[src/rtl/jtcv_pkg.sv]
// Package for the joystick-to-chassis velocity mapper: widths, constants, types.
`default_nettype none

package jtcv_pkg;

    localparam int STICK_W    = 16;
    localparam int GAIN_W     = 16;
    localparam int DZ_W       = 15;
    localparam int CFG_IDX_W  = 3;
    localparam int CFG_DATA_W = 16;
    localparam int PROD_W     = STICK_W + GAIN_W + 1;  // stick x gain, signed
    localparam int XY_W       = 33;                    // CORDIC x/y, Q2.30 plus margin
    localparam int Z_W        = 34;                    // CORDIC angle, Q2.30
    localparam int SCL_W      = 26;                    // scaled stick, Q16.16
    localparam int TURN_W     = 28;                    // turn rate, Q16.16
    localparam int VEL_W      = 32;
    localparam int ROT_W      = SCL_W + XY_W;          // scaled stick x sin/cos
    localparam int IN_DATA_W  = 7 * STICK_W;
    localparam int IN_USER_W  = 3;
    localparam int OUT_DATA_W = 3 * VEL_W;

    localparam int CORDIC_STAGES_DEF = 16;
    localparam int CORDIC_MAX        = 24;

    localparam logic signed [Z_W-1:0]  Q30_HALF_PI = 34'sd1686629713;
    localparam logic signed [Z_W-1:0]  Q30_PI      = 34'sd3373259426;
    localparam logic signed [XY_W-1:0] Q30_GAIN    = 33'sd652032874;

    // arctan(2^-i), Q2.30, truncated
    localparam logic signed [Z_W-1:0] ATAN_TAB [0:CORDIC_MAX-1] = '{
        34'sd843314856, 34'sd497837829, 34'sd263043836, 34'sd133525158,
        34'sd67021686,  34'sd33543515,  34'sd16775850,  34'sd8388437,
        34'sd4194282,   34'sd2097149,   34'sd1048575,   34'sd524287,
        34'sd262143,    34'sd131071,    34'sd65535,     34'sd32767,
        34'sd16383,     34'sd8191,      34'sd4095,      34'sd2047,
        34'sd1023,      34'sd511,       34'sd255,       34'sd127
    };

    typedef enum logic [CFG_IDX_W-1:0] {
        CFG_DEADBAND        = 3'd0,
        CFG_MAX_SPEED_X     = 3'd1,
        CFG_MAX_SPEED_Y     = 3'd2,
        CFG_MAX_TURN_RATE   = 3'd3,
        CFG_FOLLOW_GAIN     = 3'd4,
        CFG_MAX_FOLLOW_RATE = 3'd5
    } t_cfg_idx;

    typedef enum logic [1:0] {
        MODE_OFF,
        MODE_FOLLOW,
        MODE_MANUAL,
        MODE_RC
    } t_mode;

    typedef struct packed {
        logic [DZ_W-1:0]   deadband;
        logic [GAIN_W-1:0] max_speed_x;
        logic [GAIN_W-1:0] max_speed_y;
        logic [GAIN_W-1:0] max_turn_rate;
        logic [GAIN_W-1:0] follow_gain;
        logic [GAIN_W-1:0] max_follow_rate;
    } t_cfg;

    typedef struct packed {
        logic signed [XY_W-1:0] x;
        logic signed [XY_W-1:0] y;
        logic signed [Z_W-1:0]  z;
    } t_vec;

    // data riding alongside the rotation
    typedef struct packed {
        logic                     rot;   // rotate fwd/side by the angle
        logic                     flip;  // angle was folded by pi
        logic signed [SCL_W-1:0]  fwd;
        logic signed [SCL_W-1:0]  side;
        logic signed [TURN_W-1:0] turn;
    } t_side;

endpackage

`default_nettype wire

[src/rtl/jtcv_cordic_cell.sv]
// One CORDIC rotation cell: a fixed shift and arctangent step, registered.
`default_nettype none

module jtcv_cordic_cell #(
    parameter int STAGE = 0
) (
    input  logic            i_clk,
    input  logic            i_rst_n,
    input  logic            i_en,
    input  logic            i_valid,
    input  jtcv_pkg::t_vec  i_vec,
    input  jtcv_pkg::t_side i_side,
    output logic            o_valid,
    output jtcv_pkg::t_vec  o_vec,
    output jtcv_pkg::t_side o_side
);
    import jtcv_pkg::*;

    logic signed [XY_W-1:0] w_x, w_y, w_dx, w_dy;
    logic signed [Z_W-1:0]  w_z;
    t_vec                   n_vec;

    assign w_x  = i_vec.x;
    assign w_y  = i_vec.y;
    assign w_z  = i_vec.z;
    assign w_dx = w_y >>> STAGE;
    assign w_dy = w_x >>> STAGE;

    always_comb begin
        if (!w_z[Z_W-1]) begin
            n_vec.x = w_x - w_dx;
            n_vec.y = w_y + w_dy;
            n_vec.z = w_z - ATAN_TAB[STAGE];
        end else begin
            n_vec.x = w_x + w_dx;
            n_vec.y = w_y - w_dy;
            n_vec.z = w_z + ATAN_TAB[STAGE];
        end
    end

    always_ff @(posedge i_clk) begin
        if (!i_rst_n) begin
            o_valid <= 1'b0;
        end else if (i_en) begin
            o_valid <= i_valid;
        end
    end

    always_ff @(posedge i_clk) begin
        if (i_en) begin
            o_vec  <= n_vec;
            o_side <= i_side;
        end
    end

endmodule

`default_nettype wire

[config.mk]
export PLATFORM = sky130hd
export DESIGN_NAME = jtcv_cordic_cell
export DESIGN_NICKNAME = d
export VERILOG_FILES = /design/src/rtl/jtcv_pkg.sv /design/src/rtl/jtcv_cordic_cell.sv
export SDC_FILE = /design/constraint.sdc
export NUM_CORES = 1
export LEC_CHECK = 0
export ABC_AREA = 1
export BUFFER_PORTS_ARGS = -buffer_cell sky130_fd_sc_hd__buf_2
export CORE_MARGIN = 2
export CORE_UTILIZATION = 46
export DETAILED_ROUTE_END_ITERATION = 8
export PLACE_DENSITY = 0.73
export SLEW_MARGIN = 5
export SYNTH_ARGS = -nofsm -noshare
export SYNTH_HDL_FRONTEND = slang
export SYNTH_SLANG_ARGS = --single-unit
[constraint.sdc]
create_clock -name i_clk -period 2 [get_ports i_clk]
set_clock_uncertainty 0.05 [all_clocks]
set_input_delay 0.1 -clock i_clk [delete_from_list [all_inputs] [get_ports i_clk]]
set_output_delay 0.1 -clock i_clk [all_outputs]
set_load 0.01 [all_outputs]
==> results by group <==
Outcome
  • Status: completed

CTS
  • Clk buf depth: 2
  • Worst-path clk slew: 0.09 ns
  • Post-CTS Setup Repair Bufs: 0
  • CTS buffer count: 17
  • CTS H-tree depth: 4
  • Root Driver: clkbuf_16
  • Clock sinks: 182
  • CTS tree: built
  • Worst skew pair latency: 0.45 ns

Synth
  • Post-synthesis simple-gate area fraction: 0.314
  • Mux cell area share after synthesis: 0
  • Sequential element share of the synthesized area: 0.361
  • Complex-gate fraction of the synthesized area: 0.0750
  • Yosys cell types: 39
  • Adder-Cell Fraction of Synth Area: 0.109
  • Mapped Cells: 2125
  • #FFs+latches synth: 182
  • Syn_nets: 2440
  • Syn Area/Cell: 7.10 µm²
  • Synth Cell Area: 0.0151 mm²
  • Largest family of logic cells by synthesized area: simple AND/OR/NAND/NOR gates
  • Synth warnings: 0
  • Synth Area in XOR/XNOR: 0.0255

Worst setup path
  • R2R Setup Slk: 0.63 ns
  • Critical Path Slowest Stage Cell: dlygate4sd3_1
  • Cell count of the worst reg-to-reg path: 3
  • Worst setup EP type: flip-flop
  • Type of origin of the critical path: input pin
  • R2r endpoint: o_valid
  • Req. time, crit path: 2.35 ns
  • Reg2reg start: o_valid
  • CP Max Fanout: 81
  • Critical path class: in2reg
  • CP Cell Sequence: dlygate4sd3_1, buf_6, buf_12, o21ai_0, a21oi_1, dlygate4sd3_1
  • Critical Path AT: 2.26 ns
  • Most used cell, CP: dlygate4sd3_1
  • Slowest stage delay, CP: 0.57 ns

GRT
  • Largest net degree at the start of global routing: 82
  • Global-route wire length before repair: 85600 µm
  • Initial antenna violation count: 1
  • Total grt overflow: 0
  • Vias in the first global route: 16300
  • Total Routing Usage GR: 0.328

STA
  • Slew HR: 0.469
  • Final Hold Viols: 0
  • Max Freq: 0.523 GHz
  • Endpoints failing setup: 0
  • Final slew viol count: 0
  • Final Critical Period: 1.91 ns
  • Worst-margin pin slew: 0.797 ns
  • Tcrit/Tclk final: 0.956
  • Unrepaired setup endpoints after global routing: false
  • Worst hold slack: 0.00683 ns
  • Final WS setup: 0.0877 ns

Placement
  • Placer Congestion: 0.994
  • Pre-CTS setup slack: -0.338 ns
  • Placed insts: 3218
  • Placed cell area: 0.0197 mm²
  • DP Wirelength: 46100 µm
  • Buffers on Ports: 368

Routing
  • Post-DR wirelength/cell: 17.0 µm
  • 1st-pass router iterations: 6
  • Final wirelength: 56600 µm
  • Vias: 16800
  • 1st-iter DRT viols: 1216
  • Post-route ant nets: 0
  • Post-route DRC: 0
  • Vias/cell: 5.03

Power
  • Pwr/cell area: 640 mW/mm²
  • Maximum vdd ir drop: 0.690 mV
  • Overall Power: 13600 µW
  • Leak pwr: 0.0115 µW

Worst hold path
  • Hold depth: 2
  • Worst hold path startpoint: i_vec[3]
  • Hold Path Sink: o_vec[3]
  • Hold Path Class: in2reg

Layout
  • Final instance area: 0.0213 mm²
  • Commonest non-fill, non-tap cell in the layout: nand2_1
  • Nets: 3199
  • Area of the multi-input gates: 0.00790 mm²
  • Area grow syn2layout: 40.9%
  • Finished Layout Cells: 3340
  • Reg area: 0.00546 mm²
  • Filler instances: 2851
  • Commonest non-fill, non-tap cells in the layout: 734 x nand2_1, 371 x inv_1, 367 x buf_2
  • Layout cell share with drive strength beyond 1: 0.270

Floorplan
  • Core Rows: 66
  • Core Box Area: 0.0325 mm²
  • Die ar.: 0.0343 mm²
  • Die span in y: 185 µm
  • DIE WIDTH: 185 µm
  • Initial Util: 0.465
  • # IOs: 369

Job
  • Total of max-cap violations: 0
==> Yosys cell counts <==
cell	n	area (µm²)
buf_2	13	65.1
o31ai_1	2	15.0
xor2_1	41	359
nor3_2	5	50.1
nor2_2	8	50.1
clkbuf_1	5	18.8
nand4_1	25	156
a21oi_1	113	566
nand2_2	19	119
dfxtp_1	1	20.0
fa_1	4	80.1
buf_6	4	45.0
o21ai_1	4	20.0
inv_2	8	30.0
xnor2_1	3	26.3
ha_1	125	1560
o21ai_0	57	285
a31oi_1	5	31.3
clkbuf_8	3	41.3
a21o_1	4	30.0
nor4_2	1	12.5
o21ai_2	2	17.5
o22ai_1	4	25.0
nand3b_1	1	7.51
clkinv_1	1	3.75
nand2_1	735	2760
nand3_1	178	891
inv_1	371	1390
nand3_2	2	20.0
nand2_4	1	11.3
and3_4	2	22.5
and2_1	1	6.26
buf_4	19	143
edfxtp_1	181	5440
o21bai_1	12	90.1
nor2_1	143	537
o21a_1	7	52.6
nor2_4	3	33.8
nor3_1	12	60.1
==> sequential cells by signal (all words and copies together), names as in the netlist <==
signal   count
o_valid      1
o_side      82
o_vec       99
==> report_power, final <==
part	internal, µW	switching [µW]	total, µW	leakage, µW
Combinational	2120	2970	5080	0.00940
Clock	1750	1860	3610	0.000306
Sequential	4750	160	4910	0.00178
==> how the worst max path moves through the flow <==
| stage | from | to | slack [ns] |
|---|---|---|---|
| 2_1_floorplan | i_vec[33] | o_vec[31] | 0.06 |
| 3_3_place_gp | i_vec[33] | o_vec[23] | -0.31 |
| 3_5_place_dp | i_vec[39] | o_vec[98] | -0.34 |
| 4_1_cts | i_vec[39] | o_vec[98] | 0.12 |
| 5_1_grt | i_en | o_valid | 0.0006 |
| 6_report | i_en | o_valid | 0.09 |
==> layout make-up <==
class                   instances  share of cell area
multi-input cells            1519               0.372
clock buffers                  17              0.0200
clock inverters                15             0.00983
inverters                     380              0.0672
well taps                     442              0.0260
diodes                          1            0.000118
repair buffers                784               0.248
flip-flops and latches        182               0.257
==> through the flow <==
step | util | TNS [ns]
after detailed placement | 0.608 | -13.98
final | 0.655 | 0
after global routing | 0.655 | 0
after CTS | 0.655 | 0
after floorplan | - | 0
after global placement | 0.608 | -11.58
==> cell families after synthesis <==
| family | count (synthesis) |
|---|---|
| simple gates | 1136 |
| xor+xnor | 44 |
| buf+inv | 424 |
| fa+ha+maj | 129 |
| compound gates | 210 |
| flops | 182 |
==> critical path, delay by kind of cell <==
kind            cells  cell delay (ns)
compound gates      2             0.34
buf+inv             4             1.77
==> timing repair <==
item,CTS,global route
hold endpoints to repair,104,0
endpoints found under the setup margin,0,7
hold buffers,89,0
resized for setup,0,4
==> metal layers <==
layer  share of wire  routed length, µm  GRT usage
met1            0.40              22500      0.388
met2            0.48              27400      0.580
met3           0.064               3630     0.0370
met4           0.055               3100      0.177
met5               0                  0          0
No activity file was read; power rests on OpenSTA's default activity.
